===== src/apm_pkg.sv =====
`timescale 1ns / 1ps
// Shared types and constants for the anchored pattern line matcher.
// No dependencies; apm_lookahead, apm_step and the top level import this package.
package apm_pkg;

    typedef logic [7:0] byte_t;

    // Operation codes carried with each input beat
    typedef enum logic [1:0] {
        OP_LOAD = 2'd0,
        OP_LINE = 2'd1,
        OP_EOL  = 2'd2
    } op_t;

    // Character codes used by the pattern syntax
    localparam byte_t CH_NUL   = 8'h00;
    localparam byte_t CH_NL    = 8'h0A;
    localparam byte_t CH_OPEN  = 8'h5B;
    localparam byte_t CH_CLOSE = 8'h5D;
    localparam byte_t CH_ESC   = 8'h5C;
    localparam byte_t CH_DASH  = 8'h2D;

    // Pattern bytes visible from the current position: a range element is five long
    localparam int WINDOW_LEN = 5;
    localparam int LEN_W      = 7;
    localparam int ADV_W      = 3;

    typedef byte_t [WINDOW_LEN-1:0] window_t;

    // Outcome of one line byte
    typedef struct packed {
        logic [ADV_W-1:0] advance;
        logic             set_mismatch;
        logic             set_ended;
    } line_step_t;

endpackage


===== src/apm_ram.sv =====
`timescale 1ns / 1ps
// Generic single-write, single-read RAM with registered read data (read-first).
// No dependencies.
module apm_ram #(
    parameter int WIDTH = 8,
    parameter int DEPTH = 64
) (
    input  logic                     clk,
    input  logic                     wr_en,
    input  logic [$clog2(DEPTH)-1:0] wr_addr,
    input  logic [WIDTH-1:0]         wr_data,
    input  logic [$clog2(DEPTH)-1:0] rd_addr,
    output logic [WIDTH-1:0]         rd_data
);

    logic [WIDTH-1:0] mem [DEPTH];
    logic [WIDTH-1:0] rd_data_reg;

    // Write port
    always_ff @(posedge clk)
    begin
        if (wr_en)
        begin
            mem[wr_addr] <= wr_data;
        end
    end

    // Registered read port
    always_ff @(posedge clk)
    begin
        rd_data_reg <= mem[rd_addr];
    end

    assign rd_data = rd_data_reg;

endmodule


===== src/apm_lookahead.sv =====
`timescale 1ns / 1ps
// Five-byte pattern window: one RAM copy per window slot, write bypass and
// masking of bytes beyond the pattern length. Depends on apm_pkg and apm_ram.
module apm_lookahead #(
    parameter int DEPTH = 64,
    parameter int POS_W = 7
) (
    input  logic                        clk,
    input  logic                        rst_n,
    input  logic [POS_W-1:0]            rd_pos,
    input  logic [apm_pkg::LEN_W-1:0]   pattern_length,
    input  logic                        wr_en,
    input  logic [$clog2(DEPTH)-1:0]    wr_addr,
    input  apm_pkg::byte_t              wr_data,
    output apm_pkg::window_t            window
);
    import apm_pkg::*;

    localparam int AW    = $clog2(DEPTH);
    localparam int CMP_W = (POS_W > LEN_W) ? POS_W : LEN_W;

    logic [POS_W-1:0] rd_pos_reg;
    logic             byp_valid_reg;
    logic [AW-1:0]    byp_addr_reg;
    byte_t            byp_data_reg;
    window_t          ram_q;

    // One copy of the store per slot, all written together
    for (genvar j = 0; j < WINDOW_LEN; j++)
    begin : g_slot
        logic [POS_W-1:0] rd_k;

        assign rd_k = rd_pos + POS_W'(j);

        apm_ram #(
            .WIDTH (8),
            .DEPTH (DEPTH)
        ) u_ram (
            .clk     (clk),
            .wr_en   (wr_en),
            .wr_addr (wr_addr),
            .wr_data (wr_data),
            .rd_addr (rd_k[AW-1:0]),
            .rd_data (ram_q[j])
        );
    end

    // Hold the read address and the last write for the bypass
    always_ff @(posedge clk or negedge rst_n)
    begin
        if (!rst_n)
        begin
            rd_pos_reg    <= '0;
            byp_valid_reg <= 1'b0;
        end
        else
        begin
            rd_pos_reg    <= rd_pos;
            byp_valid_reg <= wr_en;
        end
    end

    always_ff @(posedge clk)
    begin
        byp_addr_reg <= wr_addr;
        byp_data_reg <= wr_data;
    end

    // Mask bytes past the pattern or the store, forward a same-cycle write
    always_comb
    begin
        logic [POS_W-1:0] k;
        logic             in_pattern;
        for (int j = 0; j < WINDOW_LEN; j++)
        begin
            k          = rd_pos_reg + POS_W'(j);
            in_pattern = (CMP_W'(k) < CMP_W'(pattern_length)) && (k < POS_W'(DEPTH));
            if (!in_pattern)
            begin
                window[j] = CH_NUL;
            end
            else if (byp_valid_reg && (k[AW-1:0] == byp_addr_reg))
            begin
                window[j] = byp_data_reg;
            end
            else
            begin
                window[j] = ram_q[j];
            end
        end
    end

endmodule


===== src/apm_step.sv =====
`timescale 1ns / 1ps
// Match step for one line byte against the pattern window.
// Depends on apm_pkg.
module apm_step (
    input  apm_pkg::byte_t     data_byte,
    input  apm_pkg::window_t   window,
    input  logic               mismatch_seen,
    input  logic               content_ended,
    output apm_pkg::line_step_t step
);
    import apm_pkg::*;

    logic end_mark;
    logic is_range;

    assign end_mark = (data_byte == CH_NUL) || (data_byte == CH_NL);
    assign is_range = (window[0] == CH_OPEN) && (window[2] == CH_DASH)
                      && (window[4] == CH_CLOSE);

    // Decide advance or mismatch for one byte
    always_comb
    begin
        step = '0;
        if (content_ended || mismatch_seen || end_mark)
        begin
            step.set_ended = end_mark;
        end
        else if (window[0] == CH_NUL)
        begin
            step.set_mismatch = 1'b1;
        end
        else if (data_byte inside {CH_OPEN, CH_CLOSE, CH_ESC})
        begin
            // Brackets and backslash only match their escape pair
            if ((window[0] == CH_ESC) && (window[1] == data_byte))
            begin
                step.advance = ADV_W'(2);
            end
            else
            begin
                step.set_mismatch = 1'b1;
            end
        end
        else if (data_byte == window[0])
        begin
            step.advance = ADV_W'(1);
        end
        else if (is_range)
        begin
            if ((window[1] <= data_byte) && (data_byte <= window[3]))
            begin
                step.advance = ADV_W'(5);
            end
            else
            begin
                step.set_mismatch = 1'b1;
            end
        end
        else
        begin
            step.set_mismatch = 1'b1;
        end
    end

endmodule


===== src/anchored_pattern_line_matcher.sv =====
`timescale 1ns / 1ps
// Top level of the anchored pattern line matcher: input register, line state,
// result register. Depends on apm_pkg, apm_lookahead and apm_step.
//
//  channel  | handshake                   | payload
//  ---------+-----------------------------+--------------------------------------
//  item     | item_valid / item_ready     | operation, pattern_index, data_byte
//  result   | result_valid / result_ready | matched, matched_lines
//  config   | cfg_wr_en                   | cfg_wr_data (pattern length)
//
// One beat per cycle sustained unless an end-of-line beat waits; each beat is
// processed from the input register; its end-of-line result follows the cycle after.
// The five-byte window is read from the pattern RAM copies at the next position in
// the cycle before, so a line byte and the position update close in the same cycle.
// Only an end-of-line beat waits on a full result register; other beats never stall.
// Reset clears line state, match count, pattern length and both valid flags;
// the pattern store is not cleared and needs no clearing pass.
module anchored_pattern_line_matcher #(
    parameter int PATTERN_DEPTH = 64
) (
    input  logic                      clk,
    input  logic                      rst_n,
    input  logic                      cfg_wr_en,
    input  logic [apm_pkg::LEN_W-1:0] cfg_wr_data,
    input  logic                      item_valid,
    output logic                      item_ready,
    input  logic [1:0]                operation,
    input  logic [5:0]                pattern_index,
    input  logic [7:0]                data_byte,
    output logic                      result_valid,
    input  logic                      result_ready,
    output logic                      matched,
    output logic [31:0]               matched_lines
);
    import apm_pkg::*;

    localparam int AW    = $clog2(PATTERN_DEPTH);
    localparam int POS_W = $clog2(PATTERN_DEPTH + 9);
    localparam int IW    = (AW + 1 > 6) ? AW + 1 : 6;

    logic [LEN_W-1:0] pattern_length_reg;
    logic             item_valid_reg;
    logic [1:0]       operation_reg;
    logic [5:0]       pattern_index_reg;
    byte_t            data_byte_reg;
    logic [POS_W-1:0] pos_reg, pos_next;
    logic             mismatch_reg, mismatch_next;
    logic             ended_reg, ended_next;
    logic [31:0]      count_reg, count_next;
    logic             result_valid_reg;
    logic             matched_reg;
    logic [31:0]      matched_lines_reg;

    op_t              op;
    logic             fire;
    logic             eol_fire;
    logic             line_ok;
    logic             wr_en;
    logic [IW-1:0]    idx_ext;
    window_t          window;
    line_step_t       step;

    assign op       = op_t'(operation_reg);
    assign fire     = item_valid_reg && ((op != OP_EOL) || !result_valid_reg || result_ready);
    assign eol_fire = fire && (op == OP_EOL);
    assign item_ready = !item_valid_reg || fire;

    // Pattern write address; indexes past the store are dropped
    assign idx_ext = IW'(pattern_index_reg);
    assign wr_en   = fire && (op == OP_LOAD) && (idx_ext < IW'(PATTERN_DEPTH));

    apm_lookahead #(
        .DEPTH (PATTERN_DEPTH),
        .POS_W (POS_W)
    ) u_lookahead (
        .clk            (clk),
        .rst_n          (rst_n),
        .rd_pos         (pos_next),
        .pattern_length (pattern_length_reg),
        .wr_en          (wr_en),
        .wr_addr        (idx_ext[AW-1:0]),
        .wr_data        (data_byte_reg),
        .window         (window)
    );

    apm_step u_step (
        .data_byte     (data_byte_reg),
        .window        (window),
        .mismatch_seen (mismatch_reg),
        .content_ended (ended_reg),
        .step          (step)
    );

    assign line_ok = !mismatch_reg && (window[0] == CH_NUL);

    // Next line state and match count
    always_comb
    begin
        pos_next      = pos_reg;
        mismatch_next = mismatch_reg;
        ended_next    = ended_reg;
        count_next    = count_reg;
        if (fire)
        begin
            case (op)
                OP_LINE:
                begin
                    pos_next      = pos_reg + POS_W'(step.advance);
                    mismatch_next = mismatch_reg || step.set_mismatch;
                    ended_next    = ended_reg || step.set_ended;
                end
                OP_EOL:
                begin
                    pos_next      = '0;
                    mismatch_next = 1'b0;
                    ended_next    = 1'b0;
                    if (line_ok && (count_reg != '1))
                    begin
                        count_next = count_reg + 32'd1;
                    end
                end
                default:
                begin
                    pos_next = pos_reg;
                end
            endcase
        end
    end

    // Config register, input beat register, line state and result flag
    always_ff @(posedge clk or negedge rst_n)
    begin
        if (!rst_n)
        begin
            pattern_length_reg <= '0;
            item_valid_reg     <= 1'b0;
            pos_reg            <= '0;
            mismatch_reg       <= 1'b0;
            ended_reg          <= 1'b0;
            count_reg          <= '0;
            result_valid_reg   <= 1'b0;
        end
        else
        begin
            if (cfg_wr_en)
            begin
                pattern_length_reg <= cfg_wr_data;
            end
            if (item_ready)
            begin
                item_valid_reg <= item_valid;
            end
            pos_reg      <= pos_next;
            mismatch_reg <= mismatch_next;
            ended_reg    <= ended_next;
            count_reg    <= count_next;
            if (eol_fire)
            begin
                result_valid_reg <= 1'b1;
            end
            else if (result_ready)
            begin
                result_valid_reg <= 1'b0;
            end
        end
    end

    // Payload registers
    always_ff @(posedge clk)
    begin
        if (item_ready && item_valid)
        begin
            operation_reg     <= operation;
            pattern_index_reg <= pattern_index;
            data_byte_reg     <= data_byte;
        end
        if (eol_fire)
        begin
            matched_reg       <= line_ok;
            matched_lines_reg <= count_next;
        end
    end

    assign result_valid  = result_valid_reg;
    assign matched       = matched_reg;
    assign matched_lines = matched_lines_reg;

    // Position never runs past the last range element beyond the store
    a_pos_bound: assert property (@(posedge clk) disable iff (!rst_n)
        pos_reg <= POS_W'(PATTERN_DEPTH + 4))
        else $error("pattern position out of range");

    // End of line clears all line state
    a_eol_clears: assert property (@(posedge clk) disable iff (!rst_n)
        eol_fire |=> (pos_reg == '0) && !mismatch_reg && !ended_reg)
        else $error("line state not cleared at end of line");

    // The match count never goes down
    a_count_monotonic: assert property (@(posedge clk) disable iff (!rst_n)
        1'b1 |=> count_reg >= $past(count_reg))
        else $error("match count decreased");

    // A mismatch stays until end of line
    a_mismatch_sticky: assert property (@(posedge clk) disable iff (!rst_n)
        (mismatch_reg && !eol_fire) |=> mismatch_reg)
        else $error("mismatch dropped within a line");

    // Input stalls only behind a blocked end-of-line beat
    a_stall_cause: assert property (@(posedge clk) disable iff (!rst_n)
        !item_ready |-> item_valid_reg && (op == OP_EOL) && result_valid_reg && !result_ready)
        else $error("input stalled without a blocked result");

endmodule

===== config.mk =====
export PLATFORM = sky130hd
export DESIGN_NAME = anchored_pattern_line_matcher
export DESIGN_NICKNAME = d
export VERILOG_FILES = /design/src/apm_pkg.sv /design/src/apm_ram.sv /design/src/apm_lookahead.sv /design/src/apm_step.sv /design/src/anchored_pattern_line_matcher.sv
export SDC_FILE = /design/constraint.sdc
export NUM_CORES = 1
export LEC_CHECK = 0
export ABC_AREA = 0
export CAP_MARGIN = 25
export CORE_AREA = 8 8 264 368
export DETAILED_ROUTE_END_ITERATION = 6
export DIE_AREA = 0 0 272 376
export DONT_BUFFER_PORTS = 1
export GPL_ROUTABILITY_DRIVEN = 0
export PLACE_DENSITY = 0.59
export SYNTH_ARGS = -nofsm -noshare
export SYNTH_HDL_FRONTEND = slang
export SYNTH_SLANG_ARGS = --single-unit

===== constraint.sdc =====
create_clock -name clk -period 11.5 [get_ports clk]
set_clock_uncertainty 0.05 [all_clocks]
set_input_delay 3.45 -clock clk [delete_from_list [all_inputs] [get_ports clk]]
set_output_delay 3.45 -clock clk [all_outputs]
set_load 0.02 [all_outputs]

==> results.txt <==
Critical Path RT: 11,970 ps
Avg Vias per Cell: 6.82
Post-synthesis cell type count: 89
Antenna-violating nets left: 0
Post-Layout Cell Count: 4,572
Finished Cell Area: 0.0449 mm2
DRT Wirelength: 153,000 um
Initial DRC count: 4,054
Initial antenna violation count: 6
Max FFs per register: 512
Status: finished clean
Leakage power: 16.2 nW
Post-CTS Setup Bufs: 0
Crit path time final: 10,200 ps
Ys async rst share: 0.0766
RSZ-0062 raised after global routing: false
Setup ws final: 1300 ps
Gr usage total: 0.292
Seq. cell area: 0.0192 mm2
Syn nets: 3,432
Max-Cap Viols: 0
Critical Path Fanout Max: 28
Synth Register Bits: 666
CTS root buffer: clkbuf_16
Seq/Total Area, Yosys: 0.470
Yosys Warn Count: 0
Slowest CP cell: o221a_2
CTS tree: yes
Final Max Slew Viols: 0
Critical path type: flip-flop to flip-flop
Worst hold-check path type: flip-flop to flip-flop
Post-synthesis cell area: 0.0408 mm2
Final Power: 5.53 mW
DIE WIDTH: 272 um
Largest stage delay on the critical path: 1020 ps
Worst Hold Endpoint: u_lookahead.byp_addr_reg[0]
Setup-failing EPs final: 0
Vias in the first global route: 30.9k
FMAX: 98.1 MHz
Fin Setup TNS: 0 ps
Most used DFF post-synth: edfxtp_1
Area delta synth->final: 9.98%
Peak supply drop: 0.0000769 V
Skew-Pair Late Insertion Delay: 670 ps
Average size of a mapped cell: 12.2 um2
Vert. Die Dim: 376 um
Cts hold-fix bufs: 0
First-pass GRT wire length: 219,000 um
Fin. Hold Viols: 0
Post-DP HPWL: 107,000 um
Initial Util: 0.445
Period utilization: 0.887
Flop2flop setup slack: 1300 ps
Share of layout cells above drive strength 1: 0.168
DRC viols: 0
Die area: 0.102 mm2
Wire per inst: 33.5 um
Nets: 3,400
Hold slack: 426 ps
Core Rows: 132
Core Region: 0.0917 mm2
Inst Count DP: 4,433
Worst r2r dst: u_lookahead.g_slot[3].u_ram.rd_data[4]
CTS Buffer Depth: 3
Worst hold stages: 0
Worst-Margin Slew: 1210 ps
Dpl cell area: 0.0424 mm2
CTS resizes: 0
R2r startpoint: u_lookahead.rd_pos_reg[1]
R2R depth: 36
Worst Path Arrival: 10,670 ps
P per Cell Area: 123 mW/mm2
I/O pin count: 63
Grt ovf: 0
CTS Buf Count: 70
Vias: 31.2k
PortBufs: 0
Startpoint types: flip-flop
CP Capture Type: flip-flop
Syn Inst Count: 3,341
Worst slack, placed: 1500 ps
Pre-antenna DRT Iters: 7
CTS sink cnt: 666
Multi-input gate area: 0.0205 mm2
HP Start: pattern_index_reg[0]
Slew HR: 0.172
CTS H-tree depth: 3
Fill cells: 7,839
Largest net degree at the start of global routing: 137
Final core utilization: 0.490
Number of synthesized flops with an enable pin: 561
Clk slew on worst S/H paths: 60 ps
## metal layers
metal / track usage / share of wire
met1: 0.324 / 0.33
met2: 0.478 / 0.47
met3: 0.0623 / 0.094
met4: 0.249 / 0.10
met5: 0 / 0
## where the power goes
group          total, mW  leakage [nW]  switching [mW]  internal, mW
registers           2.73          6.26          0.0676          2.66
logic              0.371          8.80           0.249         0.122
clock network       2.43          1.16            1.02          1.41
## worst max path at each step
stage	startpoint	slack [ps]	endpoint
after floorplan	u_lookahead.rd_pos_reg[1]	3250	u_lookahead.g_slot[3].u_ram.rd_data[0]
after global placement	u_lookahead.rd_pos_reg[1]	1390	u_lookahead.g_slot[3].u_ram.rd_data[2]
after detailed placement	u_lookahead.rd_pos_reg[1]	1500	u_lookahead.g_slot[3].u_ram.rd_data[4]
after CTS	u_lookahead.rd_pos_reg[1]	1460	u_lookahead.g_slot[3].u_ram.rd_data[4]
after global routing	u_lookahead.rd_pos_reg[2]	890	u_lookahead.g_slot[3].u_ram.rd_data[4]
final	u_lookahead.rd_pos_reg[1]	1300	u_lookahead.g_slot[3].u_ram.rd_data[4]
## placed cells by master, fill, tap and decap left out, types with 10 or more instances in the layout
cell type / synthesis / routed
a211oi_1: 41 / 41
a21o_1: 16 / 16
a21oi_1: 52 / 52
a22oi_1: 18 / 18
a311oi_1: 35 / 35
a31oi_1: 42 / 42
and2_1: 37 / 37
and3_1: 69 / 69
buf_4: 27 / 106
buf_6: 3 / 11
bufinv_16: 0 / 10
clkbuf_1: 90 / 11
clkbuf_16: 0 / 73
clkinv_2: 0 / 11
dfrtp_1: 51 / 51
dfxtp_1: 54 / 54
edfxtp_1: 561 / 561
ha_1: 62 / 60
inv_1: 33 / 33
mux2_2: 22 / 22
mux2i_1: 519 / 519
mux4_2: 251 / 251
nand2_1: 545 / 545
nand2b_1: 14 / 14
nand3_1: 175 / 175
nand4_1: 22 / 22
nor2_1: 127 / 127
nor2b_1: 13 / 13
nor3_1: 27 / 27
nor4_1: 16 / 16
o211ai_1: 11 / 11
o21ai_0: 36 / 36
o22ai_1: 16 / 16
xnor2_1: 52 / 47
xor2_1: 26 / 25
## cell families after synthesis
kind of cell / count (synthesis) / share of synthesized area
and+or+nand+nor: 1102 / 0.125
muxes: 792 / 0.272
DFF: 666 / 0.470
AOI/OAI and AO/OA: 362 / 0.0636
buffers and inverters: 273 / 0.0311
xor gates and xnor gates: 83 / 0.0190
adders and majority gates: 63 / 0.0195
## final cells by class
cell class | count | area share
Multi-Input combinational cell | 2402 | 0.456
Sequential cell | 666 | 0.428
Clock buffer | 86 | 0.0422
Tap cell | 1206 | 0.0336
Timing Repair Buffer | 132 | 0.0249
Clock inverter | 40 | 0.0114
Inverter | 37 | 0.00362
Antenna cell | 3 | 0.000167
## Yosys cell counts, drive strengths merged, types with 16 or more instances
| master | number | area, um2 |
|---|---|---|
| xnor2 | 56 | 532 |
| and2 | 37 | 231 |
| mux2i | 519 | 5190 |
| a31oi | 42 | 263 |
| xor2 | 27 | 244 |
| o21ai | 38 | 190 |
| and3 | 69 | 432 |
| nor2 | 134 | 521 |
| nand4 | 23 | 150 |
| nand3 | 176 | 886 |
| clkbuf | 90 | 338 |
| ha | 62 | 776 |
| nand2 | 546 | 2050 |
| nor4 | 18 | 143 |
| a311oi | 35 | 307 |
| a22oi | 18 | 135 |
| o22ai | 16 | 100 |
| buf | 146 | 790 |
| a21o | 16 | 120 |
| mux2 | 22 | 248 |
| dfxtp | 54 | 1080 |
| nor3 | 28 | 145 |
| mux4 | 251 | 5650 |
| inv | 36 | 138 |
| a21oi | 53 | 269 |
| dfrtp | 51 | 1280 |
| a211oi | 41 | 308 |
| edfxtp | 561 | 16800 |
## critical path, delay by kind of cell, from the launching register on
family / cells / cell delay [ps]
and+or+nand+nor: 9 / 1860
adders and majority gates: 6 / 1910
DFF: 1 / 640
AOI/OAI and AO/OA: 16 / 4390
buffers and inverters: 4 / 910
xor gates and xnor gates: 1 / 200
Power figures use the tool's default switching activity.
